==> config.mk <==
export PLATFORM = sky130hd
export DESIGN_NAME = battery_level_gauge_flat
export DESIGN_NICKNAME = d
export VERILOG_FILES = /design/src/blg_pkg.sv /design/src/blg_in_if.sv /design/src/blg_out_if.sv /design/src/battery_level_gauge.sv /design/src/blg_front.sv /design/src/blg_fifo.sv /design/src/blg_back.sv /design/src/flat_wrapper.sv
export SDC_FILE = /design/constraint.sdc
export NUM_CORES = 1
export LEC_CHECK = 0
export ABC_AREA = 1
export BUFFER_PORTS_ARGS = -buffer_cell sky130_fd_sc_hd__buf_2
export CAP_MARGIN = 20
export CORE_MARGIN = 2
export CORE_UTILIZATION = 40
export CTS_BUF_LIST = sky130_fd_sc_hd__clkbuf_16
export CTS_CLUSTER_DIAMETER = 100
export DETAILED_ROUTE_END_ITERATION = 8
export PLACE_DENSITY_LB_ADDON = 0.3
export SLEW_MARGIN = 5
export SYNTH_ARGS = -nofsm -noshare
export SYNTH_HDL_FRONTEND = slang
export SYNTH_SLANG_ARGS = --single-unit
export TNS_END_PERCENT = 50
==> constraint.sdc <==
create_clock -name clk_i -period 15.55 [get_ports clk_i]
set_input_delay 0 -clock clk_i [delete_from_list [all_inputs] [get_ports clk_i]]
set_output_delay 0 -clock clk_i [all_outputs]
set_load 0.01 [all_outputs]
==> src/blg_pkg.sv <==
// Package for the battery level gauge: widths, group size, queue sizing
// and the job record passed from the accumulator to the conversion pipeline.
// No dependencies.
`timescale 1ns / 1ps
`default_nettype none

package blg_pkg;

  localparam int SampleW         = 10;
  localparam int MvW             = 13;
  localparam int PctW            = 7;
  localparam int OffsetW         = 4;
  localparam int SumW            = 16;
  localparam int CountW          = 7;
  localparam int VolW            = 9;
  localparam int SamplesPerResult = 16;

  localparam logic [OffsetW-1:0] OffsetReset = OffsetW'(4);
  localparam logic [PctW-1:0]    LevelUnset  = PctW'(101);
  localparam logic [PctW-1:0]    PctFull     = PctW'(100);
  localparam logic [MvW-1:0]     MvMax       = MvW'(4800);

  localparam int FifoDepth = 4;
  localparam int FifoPtrW  = 2;
  localparam int FifoCntW  = 3;

  typedef struct packed {
    logic [SampleW-1:0] avg;
    logic               charging;
  } job_t;

endpackage

`default_nettype wire

==> src/blg_in_if.sv <==
// Sample channel of the battery level gauge: valid/ready plus one ADC sample
// and the charging flag. Depends on blg_pkg.
`timescale 1ns / 1ps
`default_nettype none

interface blg_in_if;
  logic                       valid;
  logic                       ready;
  logic [blg_pkg::SampleW-1:0] sample;
  logic                       charging;

  modport source (output valid, output sample, output charging, input ready);
  modport sink   (input valid, input sample, input charging, output ready);
endinterface

`default_nettype wire

==> src/blg_out_if.sv <==
// Result channel of the battery level gauge: valid/ready plus average,
// millivolts and percent. Depends on blg_pkg.
`timescale 1ns / 1ps
`default_nettype none

interface blg_out_if;
  logic                        valid;
  logic                        ready;
  logic [blg_pkg::SampleW-1:0] average;
  logic [blg_pkg::MvW-1:0]     millivolts;
  logic [blg_pkg::PctW-1:0]    percent;

  modport source (output valid, output average, output millivolts, output percent,
                  input ready);
  modport sink   (input valid, input average, input millivolts, input percent,
                  output ready);
endinterface

`default_nettype wire

==> src/battery_level_gauge.sv <==
// Battery level gauge: accepts one ADC sample per cycle while ready is high.
// Every sixteenth transfer closes a group; its result passes through the job
// queue and the millivolt scaling stage, with the curve lookup and ratchet
// feeding the output register. The sample channel drops ready only when the
// four-entry job queue is full and the offered sample would close a group.
// level_offset resets to 4 and is written directly through cfg_we_i/cfg_wdata_i.
// The first result sets the level; later ones only fall while discharging and
// only rise while charging.
// Depends on blg_pkg, blg_in_if, blg_out_if, blg_front, blg_fifo, blg_back.
`timescale 1ns / 1ps
`default_nettype none

module battery_level_gauge (
  input  wire logic                        clk_i,
  input  wire logic                        rst_ni,
  blg_in_if.sink                           in_if,
  blg_out_if.source                        out_if,
  input  wire logic                        cfg_we_i,
  input  wire logic [blg_pkg::OffsetW-1:0] cfg_wdata_i
);

  logic [blg_pkg::OffsetW-1:0] level_offset_q;
  blg_pkg::job_t               push_job, head_job;
  logic                        push, pop, full, empty;

  always_ff @(posedge clk_i or negedge rst_ni) begin
    if (!rst_ni) begin
      level_offset_q <= blg_pkg::OffsetReset;
    end else if (cfg_we_i) begin
      level_offset_q <= cfg_wdata_i;
    end
  end

  blg_front u_front (
    .clk_i  (clk_i),
    .rst_ni (rst_ni),
    .in_if  (in_if),
    .full_i (full),
    .job_o  (push_job),
    .push_o (push)
  );

  blg_fifo u_fifo (
    .clk_i   (clk_i),
    .rst_ni  (rst_ni),
    .push_i  (push),
    .job_i   (push_job),
    .pop_i   (pop),
    .job_o   (head_job),
    .full_o  (full),
    .empty_o (empty)
  );

  blg_back u_back (
    .clk_i          (clk_i),
    .rst_ni         (rst_ni),
    .level_offset_i (level_offset_q),
    .job_i          (head_job),
    .empty_i        (empty),
    .pop_o          (pop),
    .out_if         (out_if)
  );

endmodule

`default_nettype wire

==> src/blg_front.sv <==
// Front end: accepts samples, accumulates each group and hands the group
// average with its charging flag to the job queue. Depends on blg_pkg, blg_in_if.
`timescale 1ns / 1ps
`default_nettype none

module blg_front (
  input  wire logic   clk_i,
  input  wire logic   rst_ni,
  blg_in_if.sink      in_if,
  input  wire logic   full_i,
  output blg_pkg::job_t job_o,
  output logic        push_o
);

  localparam logic [blg_pkg::CountW-1:0] LastCount =
    blg_pkg::CountW'(blg_pkg::SamplesPerResult - 1);

  logic [blg_pkg::SumW-1:0]   sum_q, sum_d;
  logic [blg_pkg::CountW-1:0] count_q;
  logic                       last;
  logic                       xfer;
  logic [blg_pkg::SumW-1:0]   quot;

  assign last        = (count_q == LastCount);
  assign in_if.ready = !full_i || !last;
  assign xfer        = in_if.valid && in_if.ready;
  assign sum_d       = sum_q + blg_pkg::SumW'(in_if.sample);
  assign quot        = sum_d / blg_pkg::SumW'(blg_pkg::SamplesPerResult);

  assign push_o         = xfer && last;
  assign job_o.avg      = quot[blg_pkg::SampleW-1:0];
  assign job_o.charging = in_if.charging;

  always_ff @(posedge clk_i or negedge rst_ni) begin
    if (!rst_ni) begin
      sum_q   <= '0;
      count_q <= '0;
    end else if (xfer) begin
      if (last) begin
        sum_q   <= '0;
        count_q <= '0;
      end else begin
        sum_q   <= sum_d;
        count_q <= count_q + blg_pkg::CountW'(1);
      end
    end
  end

endmodule

`default_nettype wire

==> src/blg_fifo.sv <==
// Short job queue between the accumulator and the conversion pipeline.
// Depends on blg_pkg.
`timescale 1ns / 1ps
`default_nettype none

module blg_fifo (
  input  wire logic          clk_i,
  input  wire logic          rst_ni,
  input  wire logic          push_i,
  input  wire blg_pkg::job_t job_i,
  input  wire logic          pop_i,
  output blg_pkg::job_t      job_o,
  output logic               full_o,
  output logic               empty_o
);

  blg_pkg::job_t                mem_q [blg_pkg::FifoDepth];
  logic [blg_pkg::FifoPtrW-1:0] wptr_q, rptr_q;
  logic [blg_pkg::FifoCntW-1:0] count_q;

  assign full_o  = (count_q == blg_pkg::FifoCntW'(blg_pkg::FifoDepth));
  assign empty_o = (count_q == '0);
  assign job_o   = mem_q[rptr_q];

  always_ff @(posedge clk_i) begin
    if (push_i) begin
      mem_q[wptr_q] <= job_i;
    end
  end

  always_ff @(posedge clk_i or negedge rst_ni) begin
    if (!rst_ni) begin
      wptr_q  <= '0;
      rptr_q  <= '0;
      count_q <= '0;
    end else begin
      if (push_i) wptr_q <= wptr_q + blg_pkg::FifoPtrW'(1);
      if (pop_i)  rptr_q <= rptr_q + blg_pkg::FifoPtrW'(1);
      if (push_i && !pop_i) count_q <= count_q + blg_pkg::FifoCntW'(1);
      else if (pop_i && !push_i) count_q <= count_q - blg_pkg::FifoCntW'(1);
    end
  end

  a_count_bound: assert property (@(posedge clk_i) disable iff (!rst_ni)
    count_q <= blg_pkg::FifoCntW'(blg_pkg::FifoDepth))
    else $error("job queue over capacity");
  a_no_pop_empty: assert property (@(posedge clk_i) disable iff (!rst_ni)
    !(pop_i && empty_o))
    else $error("pop from empty job queue");
  a_no_push_full: assert property (@(posedge clk_i) disable iff (!rst_ni)
    !(push_i && full_o && !pop_i))
    else $error("push into full job queue");

endmodule

`default_nettype wire

==> src/blg_back.sv <==
// Back end: converts queued averages to millivolts, maps them through the
// discharge curve and applies the level ratchet. Depends on blg_pkg, blg_out_if.
`timescale 1ns / 1ps
`default_nettype none

module blg_back (
  input  wire logic                          clk_i,
  input  wire logic                          rst_ni,
  input  wire logic [blg_pkg::OffsetW-1:0]   level_offset_i,
  input  wire blg_pkg::job_t                 job_i,
  input  wire logic                          empty_i,
  output logic                               pop_o,
  blg_out_if.source                          out_if
);

  function automatic logic [blg_pkg::PctW-1:0] curve_pct(input logic [blg_pkg::VolW-1:0] vol);
    logic [31:0] v;
    logic [31:0] r;
    begin
      v = 32'(vol);
      if (v >= 32'd420)      r = 32'd100;
      else if (v >= 32'd397) r = 32'd90 + (((v - 32'd397) * 32'd7130) >> 14);
      else if (v >= 32'd387) r = 32'd80 + (v - 32'd387);
      else if (v >= 32'd379) r = 32'd70 + (((v - 32'd379) * 32'd10) >> 3);
      else if (v >= 32'd373) r = 32'd60 + (((v - 32'd373) * 32'd430) >> 8);
      else if (v >= 32'd368) r = 32'd50 + ((v - 32'd368) << 1);
      else if (v >= 32'd342) r = 32'd5 + (((v - 32'd342) * 32'd95175) >> 16);
      else if (v >= 32'd300) r = ((v - 32'd300) * 32'd1955) >> 14;
      else                   r = 32'd0;
      curve_pct = r[blg_pkg::PctW-1:0];
    end
  endfunction

  logic                        a_valid_q;
  logic [blg_pkg::SampleW-1:0] a_avg_q;
  logic                        a_chg_q;
  logic [blg_pkg::MvW-1:0]     a_mv_q;

  logic                        b_valid_q;
  logic [blg_pkg::SampleW-1:0] b_avg_q;
  logic [blg_pkg::MvW-1:0]     b_mv_q;
  logic [blg_pkg::PctW-1:0]    b_pct_q;

  logic [blg_pkg::PctW-1:0]    last_level_q, last_level_d;
  logic [blg_pkg::PctW-1:0]    pct_raw, pct_out;
  logic [blg_pkg::VolW-1:0]    vol;
  logic [blg_pkg::MvW-1:0]     mv_d;
  logic [41:0]                 mv_prod;
  logic [25:0]                 vol_prod;
  logic                        b_adv, a_adv;

  assign b_adv = !b_valid_q || out_if.ready;
  assign a_adv = !a_valid_q || b_adv;
  assign pop_o = a_adv && !empty_i;

  // scale by 1200/1023 with a reciprocal multiply, exact over all averages, then times four
  assign mv_prod  = 42'(job_i.avg) * 42'd2519043600;
  assign mv_d     = blg_pkg::MvW'({mv_prod[41:31], 2'b00});
  assign vol_prod = 26'(a_mv_q) * 26'd6554;

  always_comb begin
    vol     = vol_prod[24:16] + blg_pkg::VolW'(level_offset_i);
    pct_raw = curve_pct(vol);
    pct_out      = pct_raw;
    last_level_d = last_level_q;
    if (!a_chg_q) begin
      if (pct_raw <= last_level_q) last_level_d = pct_raw;
      else                         pct_out      = last_level_q;
    end else begin
      if (pct_raw >= last_level_q || last_level_q == blg_pkg::LevelUnset) begin
        last_level_d = pct_raw;
      end else begin
        pct_out = last_level_q;
      end
    end
  end

  always_ff @(posedge clk_i) begin
    if (pop_o) begin
      a_avg_q <= job_i.avg;
      a_chg_q <= job_i.charging;
      a_mv_q  <= mv_d;
    end
    if (b_adv && a_valid_q) begin
      b_avg_q <= a_avg_q;
      b_mv_q  <= a_mv_q;
      b_pct_q <= pct_out;
    end
  end

  always_ff @(posedge clk_i or negedge rst_ni) begin
    if (!rst_ni) begin
      a_valid_q    <= 1'b0;
      b_valid_q    <= 1'b0;
      last_level_q <= blg_pkg::LevelUnset;
    end else begin
      if (a_adv) a_valid_q <= !empty_i;
      if (b_adv) b_valid_q <= a_valid_q;
      if (b_adv && a_valid_q) last_level_q <= last_level_d;
    end
  end

  assign out_if.valid      = b_valid_q;
  assign out_if.average    = b_avg_q;
  assign out_if.millivolts = b_mv_q;
  assign out_if.percent    = b_pct_q;

  a_pct_range: assert property (@(posedge clk_i) disable iff (!rst_ni)
    b_valid_q |-> (b_pct_q <= blg_pkg::PctFull))
    else $error("percent above full scale");
  a_level_range: assert property (@(posedge clk_i) disable iff (!rst_ni)
    last_level_q <= blg_pkg::LevelUnset)
    else $error("stored level out of range");
  a_mv_range: assert property (@(posedge clk_i) disable iff (!rst_ni)
    b_valid_q |-> (b_mv_q <= blg_pkg::MvMax))
    else $error("millivolts above full scale");

endmodule

`default_nettype wire

==> src/flat_wrapper.sv <==
// flat-port wrapper written by rule: the top's interface ports become plain ports
module battery_level_gauge_flat 
  (clk_i, rst_ni, cfg_we_i, cfg_wdata_i, in_if_valid, in_if_sample, in_if_charging, in_if_ready, out_if_valid, out_if_average, out_if_millivolts, out_if_percent, out_if_ready);
  blg_in_if in_if_i ();
  blg_out_if out_if_i ();
  input  wire logic clk_i;
  input  wire logic rst_ni;
  input  wire logic cfg_we_i;
  input  wire logic [blg_pkg::OffsetW-1:0] cfg_wdata_i;
  input wire logic [$bits(in_if_i.valid)-1:0] in_if_valid;
  input wire logic [$bits(in_if_i.sample)-1:0] in_if_sample;
  input wire logic [$bits(in_if_i.charging)-1:0] in_if_charging;
  output wire logic [$bits(in_if_i.ready)-1:0] in_if_ready;
  output wire logic [$bits(out_if_i.valid)-1:0] out_if_valid;
  output wire logic [$bits(out_if_i.average)-1:0] out_if_average;
  output wire logic [$bits(out_if_i.millivolts)-1:0] out_if_millivolts;
  output wire logic [$bits(out_if_i.percent)-1:0] out_if_percent;
  input wire logic [$bits(out_if_i.ready)-1:0] out_if_ready;
  assign in_if_i.valid = in_if_valid;
  assign in_if_i.sample = in_if_sample;
  assign in_if_i.charging = in_if_charging;
  assign in_if_ready = in_if_i.ready;
  assign out_if_valid = out_if_i.valid;
  assign out_if_average = out_if_i.average;
  assign out_if_millivolts = out_if_i.millivolts;
  assign out_if_percent = out_if_i.percent;
  assign out_if_i.ready = out_if_ready;
  battery_level_gauge u_core (.clk_i(clk_i), .rst_ni(rst_ni), .in_if(in_if_i), .out_if(out_if_i), .cfg_we_i(cfg_we_i), .cfg_wdata_i(cfg_wdata_i));
endmodule
==> impl_results.html <==
<table>
<tr><th>Metric</th><th>Value</th></tr>
<tr><th colspan="2">Status</th></tr>
<tr><td>Status</td><td>finished clean</td></tr>
<tr><th colspan="2">Clocking</th></tr>
<tr><td>Source-to-sink clock delay at the later pin of the worst-skew pair</td><td>0.43 ns</td></tr>
<tr><td>Post-CTS setup repair buffer count</td><td>0</td></tr>
<tr><td>CTS root buf</td><td>clkbuf_16</td></tr>
<tr><td>Total of hold buffers inserted after clock tree synthesis</td><td>15</td></tr>
<tr><td>Clock-pin slew on the worst setup and hold paths</td><td>0.06 ns</td></tr>
<tr><td>Maximum clock path buffer count</td><td>2</td></tr>
<tr><td>Total number of clock tree sinks</td><td>135</td></tr>
<tr><td>Number of clock buffers inserted by TritonCTS</td><td>17</td></tr>
<tr><td>H-tree depth</td><td>4</td></tr>
<tr><td># resized after CTS</td><td>0</td></tr>
<tr><td>CTS tree</td><td>done</td></tr>
<tr><th colspan="2">Worst setup path</th></tr>
<tr><td>Critical path's slowest cell</td><td>fa_1</td></tr>
<tr><td>Critical path endpoint category</td><td>flip-flop</td></tr>
<tr><td>Most common cell on crit path</td><td>nand2_1</td></tr>
<tr><td>Crit path largest cell delay</td><td>0.61 ns</td></tr>
<tr><td>Worst EP arrival</td><td>14.53 ns</td></tr>
<tr><td>Data required time at the worst endpoint</td><td>15.73 ns</td></tr>
<tr><td>Largest fanout on the critical path</td><td>17</td></tr>
<tr><td>Worst setup SP type</td><td>flip-flop</td></tr>
<tr><td>Critical path class</td><td>flip-flop to flip-flop</td></tr>
<tr><th colspan="2">Final layout</th></tr>
<tr><td>Fraction of layout instances using a drive strength above 1</td><td>6.99%</td></tr>
<tr><td>Most frequent standard cell in the layout excluding fill and tap cells</td><td>inv_1</td></tr>
<tr><td>Antenna diode count</td><td>0</td></tr>
<tr><td>Layout Cells excl Fill</td><td>3,423</td></tr>
<tr><td>Area overhead of the layout relative to synthesis</td><td>8.12%</td></tr>
<tr><td>Fin util</td><td>43.9%</td></tr>
<tr><td>Finished Cell Area</td><td>24,300 sq um</td></tr>
<tr><td>Nets@finish</td><td>3,353</td></tr>
<tr><td>Final-layout fill cell count</td><td>5,483</td></tr>
<tr><td>Leading cell types in the layout, fill and taps excluded</td><td>inv_1, ha_1, nand2_1, fa_1, a21oi_1</td></tr>
<tr><th colspan="2">Routing</th></tr>
<tr><td>Total wire length after detailed routing</td><td>51,300 microns</td></tr>
<tr><td>Remaining antenna violation count after routing</td><td>0</td></tr>
<tr><td>Total iterations of the first detailed-routing run</td><td>5</td></tr>
<tr><td>Average wire per cell in the routed design</td><td>15.0 microns</td></tr>
<tr><td>DR iter-0 viols</td><td>676</td></tr>
<tr><td>Via total after detailed routing</td><td>16,700</td></tr>
<tr><td>Vias per cell</td><td>4.89</td></tr>
<tr><td>DRC errors left</td><td>0</td></tr>
<tr><th colspan="2">Global route</th></tr>
<tr><td>Remaining Overflow, GRT</td><td>0</td></tr>
<tr><td>Overall track demand over capacity in global routing</td><td>18.5%</td></tr>
<tr><td>Antenna violations before repair</td><td>1</td></tr>
<tr><td>First-pass GRT wire length</td><td>86,500 microns</td></tr>
<tr><td>Vias in the first global route</td><td>17,900</td></tr>
<tr><td>Largest net degree at the start of global routing</td><td>42</td></tr>
<tr><th colspan="2">Place</th></tr>
<tr><td>Cell area after placement</td><td>23,500 sq um</td></tr>
<tr><td>Quantity of I/O buffers inserted on ports</td><td>49</td></tr>
<tr><td>Number of cells in the design after placement</td><td>3,374</td></tr>
<tr><td>DPL Wire Length</td><td>43,800 microns</td></tr>
<tr><td>Last weighted congestion value of the routability-driven placer</td><td>0.937</td></tr>
<tr><th colspan="2">Floorplan</th></tr>
<tr><td>Site row count</td><td>86</td></tr>
<tr><td>Total core area</td><td>55,300 sq um</td></tr>
<tr><td>Top-level port count</td><td>52</td></tr>
<tr><td>Overall die area</td><td>58,000 sq um</td></tr>
<tr><td>Die boundary width</td><td>241 microns</td></tr>
<tr><td>Initial core utilization</td><td>40.6%</td></tr>
<tr><td>Die extent in y</td><td>241 microns</td></tr>
<tr><th colspan="2">STA</th></tr>
<tr><td>Slew at the pin closest to its max-slew limit</td><td>1.11 ns</td></tr>
<tr><td>Share of the clock period used by the worst path after layout</td><td>92.3%</td></tr>
<tr><td>Hold Violations, Final</td><td>0</td></tr>
<tr><td>Largest clock skew in the final design</td><td>0.00789 ns</td></tr>
<tr><td>Slew Viols, Final</td><td>0</td></tr>
<tr><td>Clock period minus final worst setup slack</td><td>14.35 ns</td></tr>
<tr><td>Setup TNS</td><td>0 ns</td></tr>
<tr><td>Setup repair after global routing missed its margin</td><td>false</td></tr>
<tr><td>Relative slew slack</td><td>25.9%</td></tr>
<tr><td>Maximum clock frequency</td><td>0.0697 GHz</td></tr>
<tr><td>Final setup violation count</td><td>0</td></tr>
<tr><th colspan="2">Logic synthesis</th></tr>
<tr><td>Cell type with the highest aggregate area in the netlist</td><td>ha_1</td></tr>
<tr><td>Share of synthesized area occupied by flip-flops and latches</td><td>17.2%</td></tr>
<tr><td>Synthesized instance count</td><td>2,591</td></tr>
<tr><td>Mean area per synthesized cell</td><td>8.66 sq um</td></tr>
<tr><td>Post-synth cell types</td><td>63</td></tr>
<tr><td>Yosys reg bits</td><td>135</td></tr>
<tr><td>Number of enable-type register cells in the synthesized netlist</td><td>94</td></tr>
<tr><td>Cell types occupying the most area after synthesis</td><td>ha_1, fa_1, edfxtp_1</td></tr>
<tr><td>Most frequently used flop master after synthesis</td><td>edfxtp_1</td></tr>
<tr><td>Netlist Area Pre-Place</td><td>22,400 sq um</td></tr>
<tr><td>Share of synthesized registers carrying an async set or reset</td><td>30.4%</td></tr>
<tr><td>Synthesis warning total</td><td>0</td></tr>
<tr><td>Yosys top cell area share</td><td>24.4%</td></tr>
<tr><th colspan="2">Flow run</th></tr>
<tr><td>Max Cap Violations</td><td>0</td></tr>
<tr><th colspan="2">Min path</th></tr>
<tr><td>Worst min-delay path category</td><td>primary input to flip-flop</td></tr>
</table>
## cell families after synthesis
group	count (synthesis)	synth area share (%)
other	1	0.0167
buffers and inverters	642	11.1
XOR/XNOR	104	4.06
multiplexers	4	0.201
flip-flops	135	17.2
adder cells (fa/ha/maj)	671	45.2
AND/OR/NAND/NOR	724	14.2
AO/OA/AOI/OAI	310	8.05
## Yosys cell counts (22+ instances only)
cell type	count
a21oi_1	129
dfrtp_1	36
edfxtp_1	94
fa_1	233
ha_1	438
inv_1	595
nand2_1	428
nand2_2	23
nand3_1	87
nand4_1	22
nor2_1	99
o21ai_0	96
xnor2_1	41
xor2_1	63
## critical path, delay by kind of cell, from the launching register on
kind / cells / cell delay (ns)
AOI/OAI and AO/OA: 11 / 1.83
buffers and inverters: 16 / 2.14
and+or+nand+nor: 24 / 2.40
DFF: 1 / 0.43
xor gates and xnor gates: 2 / 0.53
adders and majority gates: 15 / 6.78
## final timing paths
path                            depth (start not counted)                      from                         endpoint  slack (ns)
worst max-delay path                                   68  u_core.u_back.a_mv_q[11]  u_core.u_back.out_if.percent[0]        1.20
worst min-delay path                                    4           in_if_sample[3]          u_core.u_front.sum_q[3]        0.06
worst max register to register                         68  u_core.u_back.a_mv_q[11]  u_core.u_back.out_if.percent[0]        1.20
worst min register to register                          0  u_core.u_back.a_avg_q[0]  u_core.u_back.out_if.average[0]        0.43
max in group asynchronous                               2                    rst_ni         u_core.level_offset_q[1]       14.70
min in group asynchronous                               2                    rst_ni          u_core.u_front.sum_q[8]        0.25
## state kept, by name, indices dropped and copies added, names as in the netlist
name	count
u_core.u_fifo.rptr_q	2
u_core.u_fifo.mem_q	44
u_core.u_front.sum_q	14
u_core.level_offset_q	4
u_core.u_back.a_valid_q	1
u_core.u_back.a_avg_q	10
u_core.u_back.a_chg_q	1
u_core.u_fifo.wptr_q	2
u_core.u_back.a_mv_q	11
u_core.u_back.out_if.percent	7
u_core.u_back.last_level_q	7
u_core.u_fifo.count_q	3
u_core.u_back.out_if.millivolts	11
u_core.u_back.out_if.valid	1
u_core.u_back.out_if.average	10
u_core.u_front.count_q	7
## cell type report
cell class                      instances  area [sq um]  share of cell area (%)
Multi-Input combinational cell       1815         16100                    66.3
Sequential cell                       135          3850                    15.9
Inverter                              615          2310                    9.52
Tap cell                              748           936                    3.86
Timing Repair Buffer                   78           504                    2.08
Clock buffer                           17           425                    1.75
Clock inverter                         15           136                   0.562
## stage by stage
stage	hold WS (ns)	setup slack (ns)
global placement	0.198	1.61
finish	0.0633	1.20
CTS	0.0522	1.32
detailed placement	0.208	1.34
floorplan	-0.296	2.81
global route	0.0976	0.164
## per-layer routing
| layer | track usage [%] | part of all wire [%] | up-vias |
|---|---|---|---|
| li1 | - | - | 8391 |
| met1 | 23.3 | 45 | 8031 |
| met2 | 33.5 | 50 | 257 |
| met3 | 2.28 | 3.5 | 66 |
| met4 | 4.40 | 1.7 | 2 |
| met5 | 0 | 0.031 | - |
Power is left out: the tool's default activity adds up to more than one toggle a clock period on the data nets, which glitch-free logic cannot reach.
